[src/hw/rtl/bfs_pkg.sv]
`timescale 1ns / 1ps
// ----------------------------------------------------------------------------
// bfs_pkg
// Types, codes and sizes used by the shortest-path engine.
// ----------------------------------------------------------------------------
package bfs_pkg;

    localparam int VERT_W         = 5;
    localparam int CNT_W          = 6;
    localparam int DEF_VERTICES   = 32;
    localparam int DEF_EDGES      = 256;
    localparam int PATH_LIMIT_MAX = 32;
    localparam logic [CNT_W-1:0] VCOUNT_RESET = 6'd32;

    localparam logic [1:0] REQ_ADD   = 2'd0;
    localparam logic [1:0] REQ_QUERY = 2'd1;
    localparam logic [1:0] REQ_CLEAR = 2'd2;

    localparam logic [1:0] ST_PATH    = 2'd0;
    localparam logic [1:0] ST_NO_PATH = 2'd1;
    localparam logic [1:0] ST_FULL    = 2'd2;
    localparam logic [1:0] ST_RANGE   = 2'd3;

    typedef struct packed {
        logic [1:0]        req_type;
        logic [VERT_W-1:0] src_vertex;
        logic [VERT_W-1:0] dst_vertex;
    } in_item_t;

    typedef struct packed {
        logic [1:0]        status;
        logic [VERT_W-1:0] path_vertex;
        logic [VERT_W-1:0] hop_count;
        logic              last;
    } out_item_t;

    typedef enum logic [2:0] {
        S_IDLE,
        S_SCAN_RD,
        S_SCAN_EV,
        S_NEXT_VTX,
        S_WALK,
        S_EMIT
    } state_t;

endpackage

[src/hw/rtl/bfs_ram.sv]
`timescale 1ns / 1ps
// ----------------------------------------------------------------------------
// bfs_ram
// Generic single-write, single-read RAM with registered read data.
// ----------------------------------------------------------------------------
module bfs_ram #(
    parameter int WIDTH = 10,
    parameter int DEPTH = 256,
    parameter int AW    = (DEPTH > 1) ? $clog2(DEPTH) : 1
) (
    input  logic             clk,
    input  logic             we,
    input  logic [AW-1:0]    waddr,
    input  logic [WIDTH-1:0] wdata,
    input  logic             re,
    input  logic [AW-1:0]    raddr,
    output logic [WIDTH-1:0] rdata
);

    logic [WIDTH-1:0] mem [DEPTH];

    always_ff @(posedge clk)
    begin
        if (we)
        begin
            mem[waddr] <= wdata;
        end
        if (re)
        begin
            rdata <= mem[raddr];
        end
    end

endmodule

[src/hw/rtl/bfs_shortest_path.sv]
`timescale 1ns / 1ps
// ----------------------------------------------------------------------------
// bfs_shortest_path
// Directed edge store with a breadth-first shortest-path search engine.
// ----------------------------------------------------------------------------
// Input channel (in_valid / in_stall / in_item) carries add-edge, query and
// clear items. Output channel (out_valid / out_stall / out_item) returns
// results; the last result of an item has last set. cfg_we / cfg_wdata
// write the vertex count; the user must do so only while idle, as the
// block does not enforce it. An add with a bad vertex or a full
// table gives one error result. A query clears the per-vertex marks,
// then scans the edge table once per dequeued vertex, each edge taking a
// RAM read, then a compare, then walks predecessors one path vertex per
// cycle and emits the path one result per cycle while not stalled.
// in_stall is high while a query runs and while a result waits under stall.
// A stalled result is held in the output register until taken.
// Reset empties the edge table, clears the seen and predecessor marks and
// sets the vertex count to 32. No clearing pass is needed.
// ----------------------------------------------------------------------------
module bfs_shortest_path #(
    parameter int MAX_VERTICES = bfs_pkg::DEF_VERTICES,
    parameter int MAX_EDGES    = bfs_pkg::DEF_EDGES
) (
    input  logic                     clk,
    input  logic                     rst_n,
    input  logic                     in_valid,
    output logic                     in_stall,
    input  bfs_pkg::in_item_t        in_item,
    output logic                     out_valid,
    input  logic                     out_stall,
    output bfs_pkg::out_item_t       out_item,
    input  logic                     cfg_we,
    input  logic [bfs_pkg::CNT_W-1:0] cfg_wdata
);

    localparam int VW    = $clog2(MAX_VERTICES);
    localparam int QPW   = $clog2(MAX_VERTICES + 1);
    localparam int EA    = (MAX_EDGES > 1) ? $clog2(MAX_EDGES) : 1;
    localparam int ECW   = $clog2(MAX_EDGES + 1);
    localparam int LIMIT = (MAX_VERTICES < bfs_pkg::PATH_LIMIT_MAX) ?
                           MAX_VERTICES : bfs_pkg::PATH_LIMIT_MAX;
    localparam int SW    = $clog2(LIMIT);
    localparam int DW    = $clog2(LIMIT + 1);
    localparam int NW    = $clog2(MAX_VERTICES + 1) + 1;
    localparam int XW    = 2 * bfs_pkg::VERT_W;

    bfs_pkg::state_t state_reg, state_next;

    logic [bfs_pkg::CNT_W-1:0] vcount_reg;
    logic [ECW-1:0]            edges_reg;
    logic [ECW-1:0]            eidx_reg;
    logic [QPW-1:0]            head_reg, tail_reg;
    logic [MAX_VERTICES-1:0]   seen_reg, pred_ok_reg;
    logic [bfs_pkg::VERT_W-1:0] pred_reg  [MAX_VERTICES];
    logic [bfs_pkg::VERT_W-1:0] queue_reg [MAX_VERTICES];
    logic [bfs_pkg::VERT_W-1:0] stack_reg [LIMIT];
    logic [DW-1:0]             depth_reg;
    logic [bfs_pkg::VERT_W-1:0] walk_reg, src_reg, dst_reg, hop_reg;
    logic                      out_valid_reg;
    bfs_pkg::out_item_t        out_item_reg;

    logic [NW-1:0]             n_active;
    logic                      accept, out_free, in_bad, out_load;
    logic                      ram_re;
    logic [XW-1:0]             ram_rdata;
    logic [bfs_pkg::VERT_W-1:0] e_src, e_tgt, u_vtx;
    logic                      e_match, e_enq, e_found, scan_done, more_vtx, walk_more;

    // clamp the register to 1..MAX_VERTICES
    always_comb
    begin
        if (vcount_reg == '0)
        begin
            n_active = NW'(1);
        end
        else if (NW'(vcount_reg) > NW'(MAX_VERTICES))
        begin
            n_active = NW'(MAX_VERTICES);
        end
        else
        begin
            n_active = NW'(vcount_reg);
        end
    end

    assign out_free = !out_valid_reg || !out_stall;
    assign in_stall = (state_reg != bfs_pkg::S_IDLE) || !out_free;
    assign accept   = in_valid && !in_stall;
    assign in_bad   = (NW'(in_item.src_vertex) >= n_active) ||
                      (NW'(in_item.dst_vertex) >= n_active);

    // load a new result into the output register
    assign out_load = (accept &&
                       (((in_item.req_type == bfs_pkg::REQ_ADD) &&
                         (in_bad || edges_reg >= ECW'(MAX_EDGES))) ||
                        ((in_item.req_type == bfs_pkg::REQ_QUERY) && in_bad))) ||
                      ((state_reg == bfs_pkg::S_NEXT_VTX) && !more_vtx) ||
                      ((state_reg == bfs_pkg::S_EMIT) && out_free);

    assign ram_re    = (state_reg == bfs_pkg::S_SCAN_RD) && !scan_done;
    assign scan_done = (eidx_reg == edges_reg);
    assign e_src     = ram_rdata[XW-1:bfs_pkg::VERT_W];
    assign e_tgt     = ram_rdata[bfs_pkg::VERT_W-1:0];
    assign u_vtx     = queue_reg[head_reg[QPW-1:0] >= QPW'(MAX_VERTICES) ? '0 :
                                 VW'(head_reg)];
    // shared compare unit of the edge scan
    assign e_match   = (e_src == u_vtx) && (NW'(e_tgt) < n_active);
    assign e_enq     = e_match && !seen_reg[VW'(e_tgt)] && (tail_reg < QPW'(MAX_VERTICES));
    assign e_found   = e_match && (e_tgt == dst_reg);
    assign more_vtx  = (head_reg + QPW'(1) < tail_reg) &&
                       (head_reg + QPW'(1) < QPW'(MAX_VERTICES));
    assign walk_more = pred_ok_reg[VW'(walk_reg)] && (depth_reg < DW'(LIMIT));

    bfs_ram #(
        .WIDTH (XW),
        .DEPTH (MAX_EDGES),
        .AW    (EA)
    ) u_edges (
        .clk   (clk),
        .we    (accept && in_item.req_type == bfs_pkg::REQ_ADD && !in_bad &&
                edges_reg < ECW'(MAX_EDGES)),
        .waddr (edges_reg[EA-1:0]),
        .wdata ({in_item.src_vertex, in_item.dst_vertex}),
        .re    (ram_re),
        .raddr (eidx_reg[EA-1:0]),
        .rdata (ram_rdata)
    );

    always_comb
    begin
        state_next = state_reg;
        case (state_reg)
            bfs_pkg::S_IDLE:
            begin
                if (accept && in_item.req_type == bfs_pkg::REQ_QUERY && !in_bad)
                begin
                    state_next = (in_item.src_vertex == in_item.dst_vertex) ?
                                 bfs_pkg::S_WALK : bfs_pkg::S_SCAN_RD;
                end
            end
            bfs_pkg::S_SCAN_RD:
            begin
                state_next = scan_done ? bfs_pkg::S_NEXT_VTX : bfs_pkg::S_SCAN_EV;
            end
            bfs_pkg::S_SCAN_EV:
            begin
                state_next = e_found ? bfs_pkg::S_WALK : bfs_pkg::S_SCAN_RD;
            end
            bfs_pkg::S_NEXT_VTX:
            begin
                state_next = more_vtx ? bfs_pkg::S_SCAN_RD : bfs_pkg::S_IDLE;
            end
            bfs_pkg::S_WALK:
            begin
                if (!walk_more)
                begin
                    state_next = bfs_pkg::S_EMIT;
                end
            end
            bfs_pkg::S_EMIT:
            begin
                if (out_free && depth_reg == DW'(1))
                begin
                    state_next = bfs_pkg::S_IDLE;
                end
            end
            default:
            begin
                state_next = bfs_pkg::S_IDLE;
            end
        endcase
    end

    always_ff @(posedge clk or negedge rst_n)
    begin
        if (!rst_n)
        begin
            state_reg     <= bfs_pkg::S_IDLE;
            vcount_reg    <= bfs_pkg::VCOUNT_RESET;
            edges_reg     <= '0;
            eidx_reg      <= '0;
            head_reg      <= '0;
            tail_reg      <= '0;
            seen_reg      <= '0;
            pred_ok_reg   <= '0;
            depth_reg     <= '0;
            out_valid_reg <= 1'b0;
        end
        else
        begin
            state_reg <= state_next;
            if (cfg_we)
            begin
                vcount_reg <= cfg_wdata;
            end
            if (out_load)
            begin
                out_valid_reg <= 1'b1;
            end
            else if (out_valid_reg && !out_stall)
            begin
                out_valid_reg <= 1'b0;
            end
            case (state_reg)
                bfs_pkg::S_IDLE:
                begin
                    if (accept)
                    begin
                        case (in_item.req_type)
                            bfs_pkg::REQ_ADD:
                            begin
                                if (!in_bad && edges_reg < ECW'(MAX_EDGES))
                                begin
                                    edges_reg <= edges_reg + ECW'(1);
                                end
                            end
                            bfs_pkg::REQ_QUERY:
                            begin
                                if (!in_bad)
                                begin
                                    seen_reg    <= MAX_VERTICES'(1) << VW'(in_item.src_vertex);
                                    pred_ok_reg <= '0;
                                    head_reg    <= '0;
                                    tail_reg    <= QPW'(1);
                                    eidx_reg    <= '0;
                                    depth_reg   <= DW'(1);
                                end
                            end
                            bfs_pkg::REQ_CLEAR:
                            begin
                                edges_reg <= '0;
                            end
                            default:
                            begin
                            end
                        endcase
                    end
                end
                bfs_pkg::S_SCAN_EV:
                begin
                    eidx_reg <= eidx_reg + ECW'(1);
                    if (e_enq)
                    begin
                        tail_reg                  <= tail_reg + QPW'(1);
                        seen_reg[VW'(e_tgt)]    <= 1'b1;
                        pred_ok_reg[VW'(e_tgt)] <= 1'b1;
                    end
                end
                bfs_pkg::S_NEXT_VTX:
                begin
                    head_reg <= head_reg + QPW'(1);
                    eidx_reg <= '0;
                end
                bfs_pkg::S_WALK:
                begin
                    if (walk_more)
                    begin
                        depth_reg <= depth_reg + DW'(1);
                    end
                end
                bfs_pkg::S_EMIT:
                begin
                    if (out_free)
                    begin
                        depth_reg <= depth_reg - DW'(1);
                    end
                end
                default:
                begin
                end
            endcase
        end
    end

    // payload registers
    always_ff @(posedge clk)
    begin
        case (state_reg)
            bfs_pkg::S_IDLE:
            begin
                if (accept)
                begin
                    src_reg      <= in_item.src_vertex;
                    dst_reg      <= in_item.dst_vertex;
                    walk_reg     <= in_item.dst_vertex;
                    queue_reg[0] <= in_item.src_vertex;
                    stack_reg[0] <= in_item.dst_vertex;
                    out_item_reg <= '{status: in_bad ? bfs_pkg::ST_RANGE : bfs_pkg::ST_FULL,
                                      path_vertex: '0, hop_count: '0, last: 1'b1};
                end
            end
            bfs_pkg::S_SCAN_EV:
            begin
                if (e_enq)
                begin
                    queue_reg[VW'(tail_reg)] <= e_tgt;
                    pred_reg[VW'(e_tgt)]     <= u_vtx;
                end
            end
            bfs_pkg::S_NEXT_VTX:
            begin
                out_item_reg <= '{status: bfs_pkg::ST_NO_PATH, path_vertex: '0,
                                  hop_count: '0, last: 1'b1};
            end
            bfs_pkg::S_WALK:
            begin
                if (walk_more)
                begin
                    stack_reg[SW'(depth_reg)] <= pred_reg[VW'(walk_reg)];
                    walk_reg                  <= pred_reg[VW'(walk_reg)];
                end
                else
                begin
                    hop_reg <= bfs_pkg::VERT_W'(depth_reg - DW'(1));
                end
            end
            bfs_pkg::S_EMIT:
            begin
                if (out_free)
                begin
                    out_item_reg <= '{status: bfs_pkg::ST_PATH,
                                      path_vertex: stack_reg[SW'(depth_reg - DW'(1))],
                                      hop_count: hop_reg,
                                      last: depth_reg == DW'(1)};
                end
            end
            default:
            begin
            end
        endcase
    end

    assign out_valid = out_valid_reg;
    assign out_item  = out_item_reg;

`ifndef SYNTH
    a_take_idle: assert property (@(posedge clk) disable iff (!rst_n)
        !in_stall |-> state_reg == bfs_pkg::S_IDLE)
        else $error("input taken outside idle");
    a_tail_cap: assert property (@(posedge clk) disable iff (!rst_n)
        tail_reg <= QPW'(MAX_VERTICES) && head_reg <= tail_reg)
        else $error("visit queue pointers out of range");
    a_emit_depth: assert property (@(posedge clk) disable iff (!rst_n)
        state_reg == bfs_pkg::S_EMIT |-> depth_reg != '0)
        else $error("emit with empty path stack");
    a_scan_src: assert property (@(posedge clk) disable iff (!rst_n)
        state_reg == bfs_pkg::S_SCAN_EV |-> seen_reg[VW'(src_reg)])
        else $error("source not marked during scan");
`endif

endmodule
[config.mk]
export PLATFORM = sky130hd
export DESIGN_NAME = bfs_shortest_path
export DESIGN_NICKNAME = d
export VERILOG_FILES = /design/src/hw/rtl/bfs_pkg.sv /design/src/hw/rtl/bfs_ram.sv /design/src/hw/rtl/bfs_shortest_path.sv
export SDC_FILE = /design/constraint.sdc
export NUM_CORES = 2
export LEC_CHECK = 0
export BUFFER_PORTS_ARGS = -buffer_cell sky130_fd_sc_hd__buf_2
export CAP_MARGIN = 20
export CORE_MARGIN = 2
export CORE_UTILIZATION = 40
export CTS_BUF_LIST = sky130_fd_sc_hd__clkbuf_4
export CTS_CLUSTER_DIAMETER = 100
export DETAILED_ROUTE_END_ITERATION = 7
export PLACE_DENSITY = 0.65
export SYNTH_ARGS = -nofsm -noshare
export SYNTH_HDL_FRONTEND = slang
export SYNTH_SLANG_ARGS = --single-unit
[constraint.sdc]
create_clock -name clk -period 7.29 [get_ports clk]
set_input_delay 1.0935 -clock clk [delete_from_list [all_inputs] [get_ports clk]]
set_output_delay 1.0935 -clock clk [all_outputs]
set_load 0.01 [all_outputs]
==> results.cfg <==
[outcome]
status = completed

[timing]
worst_pin_slew_ps = 1130
max-slew-margin-rel = 0.248
setup_total_negative_slack_ps = 0
slew_viol_final = 0
fin_crit_ps = 6040
finalClockSkew_ps = 212
setup_viol_count_final = 0
max_freq_mhz = 166
period_share = 0.828
timing.final.hold_violations = 0
rsz0062_at_grt = false

[global_route]
antenna_found_initial = 16
first_global_vias = 65000
grt_pass1_wl_mm = 452
grt_max_degree = 139
grtUsageTotal = 0.193
grt.overflow.total = 0

[worst_setup_path]
crit_path_max_fanout = 72
timing.critical_path.from = head_reg[2]
setup.worst_path.start_class = register
arrival_ps = 6920
path_class = reg -> reg
timing.critical_path.to_type = register
worst-endpoint-required_ps = 8180
worstReg2RegStart = head_reg[2]
timing.reg2reg.worst_path_depth = 10
worst-r2r-setup-slack_ps = 1250
reg2reg_to = queue_reg[6][4]

[route]
drt-wirelength-per-cell_um = 27.8
remaining_drc_errors = 0
wirelength_mm = 312
route.vias.total = 64000
ant_nets = 0
dr.first_iter.drc_count = 8090
vias_per_cell = 5.70
detail_route.first_pass.iterations = 6

[clock_tree]
master_cell_of_the_clock_root_buffer = clkbuf_4
cts_buf_count = 772
post_cts.resized_instances = 0
clkLatencyLatePin_ps = 1420
tritoncts_clock_tree = done
clk_pin_slew_worst_paths_ps = 70
cts.sinks = 3193
max-clock-path-buffers = 4
htree_num_levels = 6

[logic_synthesis]
synth_top_area_frac = 0.733
postSynthNetCount = 5908
asyncSetResetFlopFracSynth = 0.0345
synth-seq-cells = 3193
synth.cell_area_mm2 = 0.126
synth_largest_area_cell = edfxtp_1
post_synth_main_area_contributors = edfxtp_1 73%, mux4_2 17%, dfrtp_1 2.2%, nor2_1 1.2%, clkbuf_1 0.66%
yosysWarnings = 0
ys_types = 77
synth_enable_flop_cells = 3078
syn_avg_cell_area_um2 = 21.5
synth_flop_type = edfxtp_1
yosysSeqAreaShare = 0.755
netlist_instances = 5856

[cells_and_area]
layout_common_cells = 3078 x edfxtp_1, 1070 x clkbuf_4, 946 x mux4_2
final_common_cell = edfxtp_1
registers.top_by_ff_count = u_edges.mem
flow.area_growth_from_synthesis_pct = 12.2
final_cells = 11200
post_route_cells_drive_above_1_share = 0.342
multi_input_combinational_cell_area_mm2 = 0.0293
fillCellCount = 26600
largest_register_ffs = 2560
nNetsFinal = 6517
final-seq-area_mm2 = 0.0953

[power_and_ir_drop]
sw_frac_of_total = 0.312
clkPwrFrac = 0.293
sequentialPowerShare = 0.432
power-per-cell-area_mw_per_mm2 = 349
power_report.internal_total_uw = 33900
share_comb_of_total_power = 0.275
power_switching_uw = 15400
power_leakage_uw = 0.0441
worst_ir_drop_vdd_uv = 268

[floorplanning]
die_height_um = 566
row_count = 206
start_util = 0.401
placeableCoreArea_mm2 = 0.314
die_width_um = 566
pin_count = 38
dieArea_mm2 = 0.320

[min_path]
holdPathStages = 1
holdCritStartpoint = in_item[1]
timing.hold.worst.class = in -> reg
worst_hold_path.endpoint = u_edges.mem[224][1]

[flow_run]
cap_violations = 0

[placement]
dp_cells = 9836
place.detailed.hpwl_mm = 187
port_buffers = 37
place.gp.congestion = 0.851
[worst max path at each step]
stage	end	slack, ps	cells after the start
finish	queue_reg[6][4]	1250	10
global placement	u_edges.mem[87][2]	1330	12
CTS	queue_reg[24][1]	1360	10
floorplan	queue_reg[0][0]	2210	11
global route	queue_reg[25][2]	860	10
detailed placement	u_edges.mem[225][2]	1260	12
[per-layer routing]
layer  GRT usage  up-vias  routed length [um]
li1            -    26300                   -
met4      0.0651       18                8830
met1       0.272    33600              126000
met5           0        -                 134
met3      0.0410      510               28500
met2       0.301     3477              148000
[worst max-delay path, stage by stage, from the launching register on]
cell and delay, ps:
dfrtp_1 880, nand2b_1 780, a211oi_1 510, o21ai_1 170, a32oi_1 350, o221ai_4 150, buf_4 280, xor2_1 230
nor3_4 420, nand2_4 680, nor4_1 1110
[layout make-up]
type	instances	area share
Antenna cell	9	0.000159
Clock buffer	1070	0.0568
Clock inverter	290	0.0118
Inverter	34	0.000902
Multi-Input combinational cell	2262	0.207
Sequential cell	3193	0.673
Tap cell	4160	0.0368
Timing Repair Buffer	202	0.0130
[power by group through the flow]
stage / Combinational [uW] / Clock, uW / Sequential [uW]
floorplan: 9000 / 0 / 21300
global placement: 13500 / 0 / 21700
detailed placement: 13600 / 0 / 21700
CTS: 13700 / 14800 / 21300
global route: 14200 / 15700 / 21400
finish: 13600 / 14500 / 21300
[synth_stat cells, types with 8 or more instances]
cell type and instances:
mux2i_1 60, nor3_2 38, nor2b_1 53, nor4_1 26, nor3_1 19, nand3_1 43
clkbuf_1 223, xor2_1 20, buf_2 84, o31ai_1 40, dfrtp_1 109, ha_1 29
nand4_1 17, and2_1 11, nand2_1 113, buf_4 10, o22ai_1 8, and3_1 11
a21oi_1 131, edfxtp_1 3078, inv_1 32, xnor2_1 18, a221oi_1 18, nand2b_1 14
a211oi_1 47, mux2_2 17, buf_1 45, a31oi_1 8, mux4_2 946, a22oi_1 13
nor2_1 388, o21ai_0 43, a2bb2oi_1 27
[kinds of logic (layout without fill, tap and decap cells)]
logic type,after synthesis,after routing,synth area share
AO/OA/AOI/OAI,396,396,0.0210
multiplexers,1028,1028,0.176
AND/OR/NAND/NOR,771,771,0.0293
adder cells (fa/ha/maj),29,29,0.00288
XOR/XNOR,38,38,0.00264
flip-flops,3193,3193,0.755
buffers and inverters,401,1596,0.0134
other,0,9,0
[stage by stage]
step | utilization | power [uW] | area, um2 | setup slack (ps) | hold WS (ps)
final | 0.450 | 49400 | 142000 | 1250 | 145
after global routing | 0.450 | 51300 | 142000 | 858 | 76.5
after CTS | 0.450 | 49800 | 141000 | 1360 | 0.924
after detailed placement | 0.419 | 35400 | 132000 | 1260 | 460
after global placement | 0.419 | 35200 | 132000 | 1330 | 453
after floorplan | - | 30300 | 126000 | 2210 | 443
[what timing repair did]
item                                    4_1_cts  5_1_grt
hold buffers                                 13        0
endpoints found under the hold margin       105        0
setup buffers                                 0        0
endpoints found under the setup margin        0        0
Power figures use the tool's default switching activity.
